**src/design/cleb_pkg.sv**
```systemverilog
// ----------------------------------------------------------------------------
// cleb_pkg
// Shared types and key codes for the console line edit buffer.
// ----------------------------------------------------------------------------
package cleb_pkg;

  localparam logic FUNC_RX   = 1'b0;
  localparam logic FUNC_READ = 1'b1;

  localparam logic [7:0] KEY_KILL = 8'h15;
  localparam logic [7:0] KEY_BS   = 8'h08;
  localparam logic [7:0] KEY_DEL  = 8'h7f;
  localparam logic [7:0] KEY_EOT  = 8'h04;
  localparam logic [7:0] KEY_CR   = 8'h0d;
  localparam logic [7:0] KEY_LF   = 8'h0a;
  localparam logic [7:0] KEY_NUL  = 8'h00;
  localparam logic [7:0] ERASE_SAT = 8'hff;

  typedef struct packed {
    logic       func;
    logic [7:0] rx_char;
  } in_item_t;

  typedef struct packed {
    logic       echo_valid;
    logic [7:0] echo_char;
    logic [7:0] erase_count;
    logic       line_committed;
    logic       read_valid;
    logic [7:0] read_char;
  } out_item_t;

  typedef struct packed {
    logic       en;
    logic [7:0] data;
  } wr_ctl_t;

endpackage

```
**src/design/cleb_ram.sv**
```systemverilog
// ----------------------------------------------------------------------------
// cleb_ram
// Line store: one write port, one registered read port with write bypass.
// ----------------------------------------------------------------------------
module cleb_ram #(
  parameter int DEPTH = 128
) (
  input  logic                       clk,
  input  cleb_pkg::wr_ctl_t          wr,
  input  logic [$clog2(DEPTH)-1:0]   wr_addr,
  input  logic [$clog2(DEPTH)-1:0]   rd_addr,
  output logic [7:0]                 rd_data
);

  logic [7:0] mem_r [DEPTH];
  logic [7:0] rd_data_r;

  always_ff @(posedge clk) begin
    if (wr.en) begin
      mem_r[wr_addr] <= wr.data;
    end
  end

  // same-cycle write to the prefetched entry is forwarded
  always_ff @(posedge clk) begin
    if (wr.en && (wr_addr == rd_addr)) begin
      rd_data_r <= wr.data;
    end else begin
      rd_data_r <= mem_r[rd_addr];
    end
  end

  assign rd_data = rd_data_r;

endmodule

```
**src/design/cleb_edit.sv**
```systemverilog
// ----------------------------------------------------------------------------
// cleb_edit
// Read, commit and edit indices and the per-transaction edit decode.
// ----------------------------------------------------------------------------
module cleb_edit #(
  parameter int DEPTH = 128
) (
  input  logic                       clk,
  input  logic                       rst_n,
  input  logic                       item_valid,
  input  cleb_pkg::in_item_t         item,
  input  logic [7:0]                 rd_data,
  output cleb_pkg::wr_ctl_t          wr,
  output logic [$clog2(DEPTH)-1:0]   wr_addr,
  output logic [$clog2(DEPTH)-1:0]   rd_addr,
  output cleb_pkg::out_item_t        result
);

  localparam int IW = $clog2(2 * DEPTH);
  localparam int AW = $clog2(DEPTH);
  localparam int XW = (IW > 8) ? IW : 8;
  localparam logic [IW-1:0] IDX_DEPTH = IW'(DEPTH);
  localparam logic [IW-1:0] IDX_LAST  = IW'(2 * DEPTH - 1);
  localparam logic [IW-1:0] IDX_MOD   = IW'(2 * DEPTH);

  logic [IW-1:0] read_idx_r, read_idx_nxt;
  logic [IW-1:0] commit_idx_r, commit_idx_nxt;
  logic [IW-1:0] edit_idx_r, edit_idx_nxt;

  logic [IW-1:0] uncommitted;
  logic [IW-1:0] fill;
  logic [XW-1:0] kill_ext;
  logic [7:0]    stored_char;

  function automatic logic [IW-1:0] idx_inc(input logic [IW-1:0] a);
    return (a == IDX_LAST) ? '0 : a + IW'(1);
  endfunction

  function automatic logic [IW-1:0] idx_dec(input logic [IW-1:0] a);
    return (a == '0) ? IDX_LAST : a - IW'(1);
  endfunction

  function automatic logic [IW-1:0] idx_diff(input logic [IW-1:0] a,
                                              input logic [IW-1:0] b);
    return (a >= b) ? (a - b) : (a + IDX_MOD - b);
  endfunction

  function automatic logic [AW-1:0] idx_addr(input logic [IW-1:0] a);
    logic [IW-1:0] t;
    t = (a >= IDX_DEPTH) ? (a - IDX_DEPTH) : a;
    return t[AW-1:0];
  endfunction

  assign uncommitted = idx_diff(edit_idx_r, commit_idx_r);
  assign fill        = idx_diff(edit_idx_r, read_idx_r);
  assign kill_ext    = XW'(uncommitted);
  assign stored_char = (item.rx_char == cleb_pkg::KEY_CR) ? cleb_pkg::KEY_LF : item.rx_char;

  always_comb begin
    read_idx_nxt   = read_idx_r;
    commit_idx_nxt = commit_idx_r;
    edit_idx_nxt   = edit_idx_r;
    result         = '0;
    wr.en          = 1'b0;
    wr.data        = stored_char;
    wr_addr        = idx_addr(edit_idx_r);
    if (item_valid) begin
      priority if (item.func == cleb_pkg::FUNC_READ) begin
        if (read_idx_r != commit_idx_r) begin
          result.read_valid = 1'b1;
          result.read_char  = rd_data;
          read_idx_nxt      = idx_inc(read_idx_r);
        end
      end else if (item.rx_char == cleb_pkg::KEY_KILL) begin
        edit_idx_nxt       = commit_idx_r;
        result.erase_count = (kill_ext > XW'(255)) ? cleb_pkg::ERASE_SAT : kill_ext[7:0];
      end else if ((item.rx_char == cleb_pkg::KEY_BS) ||
                   (item.rx_char == cleb_pkg::KEY_DEL)) begin
        if (edit_idx_r != commit_idx_r) begin
          edit_idx_nxt       = idx_dec(edit_idx_r);
          result.erase_count = 8'd1;
        end
      end else if ((item.rx_char != cleb_pkg::KEY_NUL) && (fill < IDX_DEPTH)) begin
        wr.en             = 1'b1;
        edit_idx_nxt      = idx_inc(edit_idx_r);
        result.echo_valid = 1'b1;
        result.echo_char  = stored_char;
        if ((stored_char == cleb_pkg::KEY_LF) || (stored_char == cleb_pkg::KEY_EOT) ||
            (fill == IDX_DEPTH - IW'(1))) begin
          commit_idx_nxt        = idx_inc(edit_idx_r);
          result.line_committed = 1'b1;
        end
      end else begin
        result = '0;
      end
    end
  end

  // prefetch the entry at the next read index
  assign rd_addr = rst_n ? idx_addr(read_idx_nxt) : '0;

  always_ff @(posedge clk) begin
    if (!rst_n) begin
      read_idx_r   <= '0;
      commit_idx_r <= '0;
      edit_idx_r   <= '0;
    end else begin
      read_idx_r   <= read_idx_nxt;
      commit_idx_r <= commit_idx_nxt;
      edit_idx_r   <= edit_idx_nxt;
    end
  end

endmodule

```
**src/design/console_line_edit_buffer_top.sv**
```systemverilog
// ----------------------------------------------------------------------------
// console_line_edit_buffer_top
// Terminal line editor over a ring buffer with read, commit and edit indices.
// ----------------------------------------------------------------------------
//  channel  | ports                      | handshake
//  ---------+----------------------------+------------------------------------
//  input    | start, busy, in_item       | taken when start && !busy
//  result   | out_strobe, out_item       | one cycle per result, no back-pressure
//
//  one transaction per cycle; busy is never raised
//  each result is strobed after its transaction passes the input registers
//  (in_valid_r, in_item_r) and then the output registers (out_strobe_r, out_item_r)
//  the read port prefetches the entry at the read index, one registered read
//  reset is synchronous; indices clear to zero, the line store is not cleared
//  the receiver cannot stall, so there is no output queue
// ----------------------------------------------------------------------------
module console_line_edit_buffer_top #(
  parameter int BUFFER_DEPTH = 128
) (
  input  logic                 clk,
  input  logic                 rst_n,
  input  logic                 start,
  output logic                 busy,
  input  cleb_pkg::in_item_t   in_item,
  output logic                 out_strobe,
  output cleb_pkg::out_item_t  out_item
);

  localparam int AW = $clog2(BUFFER_DEPTH);

  logic                 in_valid_r;
  cleb_pkg::in_item_t   in_item_r;
  logic                 out_strobe_r;
  cleb_pkg::out_item_t  out_item_r;
  cleb_pkg::out_item_t  result;
  cleb_pkg::wr_ctl_t    wr;
  logic [AW-1:0]        wr_addr;
  logic [AW-1:0]        rd_addr;
  logic [7:0]           rd_data;

  assign busy = 1'b0;

  always_ff @(posedge clk) begin
    if (!rst_n) begin
      in_valid_r   <= 1'b0;
      out_strobe_r <= 1'b0;
    end else begin
      in_valid_r   <= start && !busy;
      out_strobe_r <= in_valid_r;
    end
  end

  always_ff @(posedge clk) begin
    in_item_r  <= in_item;
    out_item_r <= result;
  end

  cleb_edit #(
    .DEPTH (BUFFER_DEPTH)
  ) u_edit (
    .clk        (clk),
    .rst_n      (rst_n),
    .item_valid (in_valid_r),
    .item       (in_item_r),
    .rd_data    (rd_data),
    .wr         (wr),
    .wr_addr    (wr_addr),
    .rd_addr    (rd_addr),
    .result     (result)
  );

  cleb_ram #(
    .DEPTH (BUFFER_DEPTH)
  ) u_ram (
    .clk     (clk),
    .wr      (wr),
    .wr_addr (wr_addr),
    .rd_addr (rd_addr),
    .rd_data (rd_data)
  );

  assign out_strobe = out_strobe_r;
  assign out_item   = out_item_r;

endmodule

```
**config.mk**
```make
export PLATFORM = sky130hd
export DESIGN_NAME = console_line_edit_buffer_top
export DESIGN_NICKNAME = d
export VERILOG_FILES = /design/src/design/cleb_pkg.sv /design/src/design/cleb_ram.sv /design/src/design/cleb_edit.sv /design/src/design/console_line_edit_buffer_top.sv
export SDC_FILE = /design/constraint.sdc
export NUM_CORES = 1
export LEC_CHECK = 0
export BUFFER_PORTS_ARGS = -buffer_cell sky130_fd_sc_hd__buf_2
export CORE_ASPECT_RATIO = 1.4
export CORE_MARGIN = 4
export CORE_UTILIZATION = 38
export CTS_CLUSTER_DIAMETER = 150
export DETAILED_ROUTE_END_ITERATION = 7
export GPL_TIMING_DRIVEN = 1
export SKIP_CTS_REPAIR_TIMING = 1
export SYNTH_ARGS = -nofsm -noshare
export SYNTH_HDL_FRONTEND = slang
export SYNTH_SLANG_ARGS = --single-unit
```
**constraint.sdc**
```tcl
create_clock -name clk -period 6.9 [get_ports clk]
set_input_delay 1.38 -clock clk [delete_from_list [all_inputs] [get_ports clk]]
set_output_delay 1.38 -clock clk [all_outputs]
set_load 0.02 [all_outputs]
```
* Word level (Yosys, flattened, before mapping) *
Memory sizes are Yosys's and may differ from the RTL's. A register that Yosys moved wholly into a read port is not among the register bits.
Cells that the tools add are included.

operators by class
  add/subtract/negate cells = 7
  magnitude comparators = 4
  equal/unequal tests = 12
  multiplexer cells = 30
  bitwise logic cells = 5
  reduce and logical (&&, ||, !) cells = 12

operators with widths
  cell                                                                    count
  8-bit two-way mux                                                       13
  9-bit two-way mux                                                       4
  8-bit by 4-bit equality test with 1-bit output (second input constant)  3
  7-bit two-way mux                                                       3
  8-bit by 1-bit adder with 8-bit output (second input constant)          2
  8-bit by 7-bit equality test with 1-bit output (second input constant)  2
  8-bit equality test (second input constant)                             2
  8-bit greater-or-equal comparator (second input constant)               2
  8-bit != test                                                           2
  8-bit subtractor                                                        2
  7-bit by 1-bit subtractor with 7-bit output (second input constant)     2
  1-bit two-way mux                                                       10
  8-bit by 3-bit equality test with 1-bit output (second input constant)  1
  8-bit by 5-bit equality test with 1-bit output (second input constant)  1
  8-bit > comparator (second input constant)                              1
  8-bit zero test                                                         1
  8-bit < comparator (second input constant)                              1
  8-bit nonzero test                                                      1
  8-bit by 1-bit subtractor with 8-bit output (second input constant)     1
  6-bit AND reduction                                                     1
  1-bit inverter                                                          5
  5-bit OR reduction                                                      1
  4-bit AND reduction                                                     1
  4-bit OR reduction                                                      1
  5 further kinds                                                         7

storage, ports and cells
  register bits = 62
  RAM bits = 1024
  logic and storage cells = 84
  memories = 1

memory list
  name         depth  bits a word  rd ports  clocked after memory_dff  write ports  RTL line        source
  u_ram.mem_r  128    8            1         1                         1            cleb_ram.sv:15  logic [7:0] mem_r [DEPTH];

* Depth between registers and ports, before layout *
  depth in word-level cells = 10
  depth in mapped cells = 15
  mapped depth without buffers = 10

* Modules after synthesis *
Synthesis repeated with hierarchy kept, for this count alone.

second synthesis, totals
  cell total of the unflattened synthesis = 2039
  area total of the unflattened synthesis = 43121.4 um^2

by module, submodules not included
  module                        instances  cells each  area an instance (um^2)  sequential area each (um^2)
  cleb_ram                      1          1634        39645.5                  30889.6
  cleb_edit                     1          363         2691.3                   480.5
  console_line_edit_buffer_top  1          42          784.5                    760.7

* Worst setup path after synthesis *
Ideal clock, no wire load.

  kind = reg-to-reg
  start = register in_item_r[3] in the netlist's numbering
  end = memory u_ram.mem_r[0][0] (data pin)
  library setup time = 1.247 ns
  data arrival time = 5.818 ns
  required time = 5.653 ns
  setup slack = -0.165 ns
  cell stages (with the launch flop) = 4
  buffers on the path = 1
  clock period less this slack = 7.065 ns
  path through = dfxtp_1 buf_2 nor3b_4 a21boi_0

between the ends
  word-level cells in the longest chain between the ends = 2

ends and longest elaborated chain
  item                                            RTL line                            source
  start: declaration                              console_line_edit_buffer_top.sv:32  cleb_pkg::in_item_t in_item_r;
  start signal: assignment                        console_line_edit_buffer_top.sv:54  in_item_r <= in_item;
  8-bit by 4-bit equality test with 1-bit output  cleb_edit.sv:57                     assign stored_char = (item.rx_char == cleb_pkg::KEY_CR) ? cleb_pkg::KEY_LF : item.rx_char;
  8-bit two-way mux                               cleb_edit.sv:57
  named net u_edit.stored_char[0]                 cleb_edit.sv:33                     logic [7:0] stored_char;
  end: declaration                                cleb_ram.sv:15

The timed path passes the listed nets, and every way through them passes these cells.

* Worst setup path in the final report *
  start = register u_edit.read_idx_r[6]
  end = memory u_ram.mem_r[30][1], enable pin

between the ends
  word-level cells in the longest chain between the ends = 10

ends and longest elaborated chain
  item                                     RTL line          source
  start: declaration                       cleb_edit.sv:26   logic [IW-1:0] read_idx_r, read_idx_nxt;
  start signal: assignment                 cleb_edit.sv:108  read_idx_r <= read_idx_nxt;
  8-bit subtractor                         cleb_edit.sv:45   return (a >= b) ? (a - b) : (a + IDX_MOD - b);
  8-bit < comparator                       cleb_edit.sv:83   end else if ((item.rx_char != cleb_pkg::KEY_NUL) && (fill < IDX_DEPTH)) begin
  1-bit logical AND                        cleb_edit.sv:83
  1-bit two-way mux                        cleb_edit.sv:83
  1-bit two-way mux                        cleb_edit.sv:77   end else if ((item.rx_char == cleb_pkg::KEY_BS) ||
  1-bit two-way mux                        cleb_edit.sv:74   end else if (item.rx_char == cleb_pkg::KEY_KILL) begin
  1-bit two-way mux                        cleb_edit.sv:68   priority if (item.func == cleb_pkg::FUNC_READ) begin
  1-bit two-way mux                        cleb_edit.sv:67   if (item_valid) begin
  1-bit two-way mux                        cleb_ram.sv:19    if (wr.en) begin
  1-bit two-way mux (not written as such)  cleb_ram.sv:20    mem_r[wr_addr] <= wr.data;

Every way passes these cells.

==> flow_results.org <==
** Run status
- The run finished with clean final reports.

** Worst setup path
- Endpoint class of the critical path :: register
- STA puts the critical path data required time at 7.21 ns.
- Broken down by cell family, the worst path's largest delay share belongs to simple AND/OR/NAND/NOR gates.
- CP max stage delay :: just over 0.8 ns
- Together, buffers and inverters on the worst path number 3.
- Along the worst path, the maximum fanout reaches 24.
- The worst setup path is of the reg -> reg kind.
- Signal arrival time at the worst endpoint :: about 5.6 ns
- STA classifies the critical path startpoint as a register.
- Capture point of the worst reg-to-reg path :: u_ram.mem_r[30][1]
- The critical path runs through a total of 10 cells.
- Length in cells of the worst reg-to-reg path :: 10
- Critical register-to-register path startpoint :: u_edit.read_idx_r[6]
- In this design, the critical path's most frequently occurring cell is sky130_fd_sc_hd__a211o_1.
- Setup slack of the worst register-to-register path :: between 1.5 and 2 ns
- Cell with the largest stage delay on the worst path :: sky130_fd_sc_hd__nand4_1
- Crit path cell chain :: clkinv_1 > ha_1 > nand2_1 > a211o_1 > a211o_1 > a21o_1 > inv_2 > nand4_1 > buf_4 > nor2_1

** Clock tree
- CTS tree :: yes
- Cell at the root of the clock tree :: sky130_fd_sc_hd__clkbuf_16
- Num Clock Sinks :: around 1.1k
- The longest clock path from root to sink contains 3 buffers.
- After clock tree synthesis, the clock-pin slew on the worst setup and hold paths is 0.07 ns.
- The clock reaches the later pin of the worst-skew pair after 0.70 ns.
- Num CTS Buffers :: 94
- The clock tree synthesis step divided the H-tree into 3 levels.

** Power
- Static Leakage :: ~14 nW
- Of the total power, combinational logic draws 0.034.
- Sw Ratio :: 0.203
- Cell internal pwr :: 10.8 mW
- Of the total power, registers draw 0.539.
- Dividing total power by cell area gives a power density of between 200 and 300 nW/um2.
- Clock share of power :: 0.427
- The worst-case IR drop observed on VDD is between 0.15 and 0.2 mV.
- In this run the power spent charging and discharging nets is around 2.7 mW.

** Drt
- In the routed design, unresolved DRC markers number 0.
- In this run, the number of DRC markers left after iteration 0 of detailed routing was between 2k and 2.5k.
- The detailed router placed between 20k and 25k vias in this run.
- 1st-pass router iterations :: 6
- Post-detailed-route wirelength per cell :: about 28 um
- The routed design has ~110000 um of wire.
- In the routed layout, each cell is associated on average with a via count of between 5 and 6.
- Count of nets left with antenna violations after detail routing :: 0

** Placement
- After detailed placement, the design holds a cell count of approximately 3.7k.
- Hpwl dp :: 67700 um
- Port-buffer cells :: 39
- GP Congestion :: between 0.8 and 0.9

** Layout
- In the final layout, the share of cells above drive strength 1 is 0.199.
- Non-filler instance count after layout :: 3867
- Post-layout nets :: between 2k and 2.5k
- From synthesis to final layout, the design area changed by 11.9%.
- Final core utilization :: 0.429

** Die
- The core region is ~110000 um2.
- The die is 292 um wide.
- The initial utilization of the core area, before any placement, comes to 0.384.
- Number of core rows :: around 150
- Full die area :: roughly 120000 um2
- In this run the count of I/O pins placed on the die edge is between 40 and 50.
- Die Span Y :: 406 um

** Min path
- Hold Path Class :: reg -> reg
- The worst hold path terminates at out_strobe.
- The startpoint identified for the worst hold timing path is in_valid_r.
- Number of instances on the worst hold path :: 1

** GRT
- Total global routing track utilization :: 0.180
- The first global-routing pass estimated about 160000 um of wire.
- The via count of the first global-routing pass was between 20k and 25k.
- The total overflow left after global routing is 0.
- Entering global routing, the biggest net connects 103 pins.
- Number of antenna violations at the first check in global routing :: 1

** Synth
- Leading post-synthesis cells by cell area :: sky130_fd_sc_hd__edfxtp_1 (72%), sky130_fd_sc_hd__mux4_2 (11%), sky130_fd_sc_hd__dfxtp_1 (2.9%)
- The synthesized netlist occupies a cell area of roughly 43000 um2.
- Post-synthesis cell count :: between 2k and 2.5k
- Share of the synthesized area in the top cell type :: 0.716
- Ys async rst share :: 0
- Library cells used by synthesis :: between 70 and 80
- Top cell type by total area after synthesis :: sky130_fd_sc_hd__edfxtp_1
- Share of the yosys chip area belonging to registers :: 0.745
- Synthesized netlist net count :: 2301
- In this run, synthesis produced a sequential element count of around 1.1k.
- Yosys mapped a number of flops with a built-in enable equal to 1024.
- The average instance in the mapped netlist occupies 18.9 um2.
- Synth Flop Type :: sky130_fd_sc_hd__edfxtp_1
- The Yosys step of the flow raised 0 warnings.

** STA
- Final hold violations :: 0
- Counting I/O delays and the setup requirement, the final critical path takes 5.30 ns.
- Headroom to the max-slew limit came out at 0.199.
- Setup repair after global routing left no endpoint under its margin.
- The total count of max-transition violations in the final report came to 0.
- Worst Clk Skew :: between 0.03 and 0.04 ns
- Transition time of the tightest slew-check pin :: 1.20 ns
- Setup violations remaining at the end of the flow were counted as 0.
- Share of the cycle needed by the critical path after routing :: 0.768
- Static timing analysis puts the maximum clock frequency at roughly 190 MHz.

** Run
- Count of maximum capacitance violations :: 0
-- how the worst max path moves through the flow --
stage	from	endpoint
final	u_edit.read_idx_r[6]	u_ram.mem_r[30][1]
after global routing	u_edit.read_idx_r[6]	u_ram.mem_r[30][1]
after CTS	u_edit.read_idx_r[6]	u_ram.mem_r[78][7]
after detailed placement	u_edit.read_idx_r[6]	u_ram.mem_r[78][6]
after global placement	u_edit.read_idx_r[6]	u_ram.mem_r[78][6]
after floorplan	in_item_r[3]	u_ram.mem_r[0][0]
-- logic make-up after synthesis --
| group | Yosys count | share of synthesized area |
|---|---|---|
| AND/OR/NAND/NOR | 374 | 0.0394 |
| multiplexers | 327 | 0.138 |
| flip-flops | 1086 | 0.745 |
| XOR/XNOR | 34 | 0.00693 |
| adder cells (fa/ha/maj) | 21 | 0.00647 |
| buffers and inverters | 151 | 0.0193 |
| other | 1 | 0.0000873 |
| AO/OA/AOI/OAI | 274 | 0.0454 |
-- power groups by stage --
| stage | registers [mW] | clock network [mW] | logic (mW) |
|---|---|---|---|
| after floorplan | 7.40 | 0 | 0.304 |
| after global placement | 7.42 | 0 | 0.454 |
| after detailed placement | 7.43 | 0 | 0.455 |
| after CTS | 7.28 | 5.87 | 0.456 |
| after global routing | 7.28 | 6.14 | 0.489 |
| final | 7.28 | 5.77 | 0.457 |
-- layout by cell type, fill, tap and decap left out, types with 34 or more instances in the layout --
cell type,netlist,routed
sky130_fd_sc_hd__clkbuf_16,0,97
sky130_fd_sc_hd__buf_2,33,40
sky130_fd_sc_hd__mux4_2,211,211
sky130_fd_sc_hd__buf_4,25,40
sky130_fd_sc_hd__nor2_1,206,202
sky130_fd_sc_hd__nand2_1,62,62
sky130_fd_sc_hd__a21oi_1,68,68
sky130_fd_sc_hd__mux2i_1,116,116
sky130_fd_sc_hd__dfxtp_1,62,53
sky130_fd_sc_hd__a22oi_1,46,46
sky130_fd_sc_hd__o221ai_1,34,34
sky130_fd_sc_hd__edfxtp_1,1024,1024
-- metal layers --
metal / GRT usage / up-vias / routed length, um
met2: 0.322 / 900 / 56800
li1: - / 9314 / -
met4: 0.0771 / 0 / 4490
met1: 0.221 / 11400 / 40300
met3: 0.0229 / 184 / 6440
met5: 0 / - / 0
-- state kept, by name (all words and copies together), names as in the netlist --
name,cells
u_edit.commit_idx_r,8
u_edit.read_idx_r,8
in_item_r,9
u_ram.mem_r,1024
in_valid_r,1
out_item,27
out_strobe,1
u_edit.edit_idx_r,8
-- Yosys cell counts, types with 12 or more instances --
library cell	n
sky130_fd_sc_hd__nand4_1	18
sky130_fd_sc_hd__nand3_1	19
sky130_fd_sc_hd__xnor2_1	23
sky130_fd_sc_hd__a21oi_1	68
sky130_fd_sc_hd__nand2_1	62
sky130_fd_sc_hd__o21ai_0	14
sky130_fd_sc_hd__inv_1	18
sky130_fd_sc_hd__ha_1	19
sky130_fd_sc_hd__nor2_1	206
sky130_fd_sc_hd__mux4_2	211
sky130_fd_sc_hd__edfxtp_1	1024
sky130_fd_sc_hd__buf_4	25
sky130_fd_sc_hd__o221ai_1	34
sky130_fd_sc_hd__and2_1	14
sky130_fd_sc_hd__a22oi_1	46
sky130_fd_sc_hd__mux2i_1	116
sky130_fd_sc_hd__clkbuf_1	47
sky130_fd_sc_hd__dfxtp_1	62
sky130_fd_sc_hd__o22ai_1	18
sky130_fd_sc_hd__nor2b_1	12
sky130_fd_sc_hd__nor3_1	14
sky130_fd_sc_hd__buf_2	33
sky130_fd_sc_hd__a211oi_1	15
-- cell type report --
class,instances,area [um2]
fill,9545,63900
sequential,1086,32000
multi-input combinational,1031,10200
clock buffer,108,2480
tap,1470,1840
clock inverter,66,908
timing repair buffer,82,541
inverter,23,86.3
antenna,1,2.50
-- per-stage QoR --
step	power, mW	area [um2]	TNS (ns)	setup WS [ns]	hold WS, ns
floorplan	7.70	43000	-42.21	-0.165	0.446
global placement	7.88	44700	0	1.79	0.520
detailed placement	7.88	44700	0	1.71	0.507
CTS	13.6	48100	0	1.70	0.515
global route	13.9	48100	0	1.44	0.526
finish	13.5	48100	0	1.60	0.521
No activity file was read; power rests on OpenSTA's default activity.
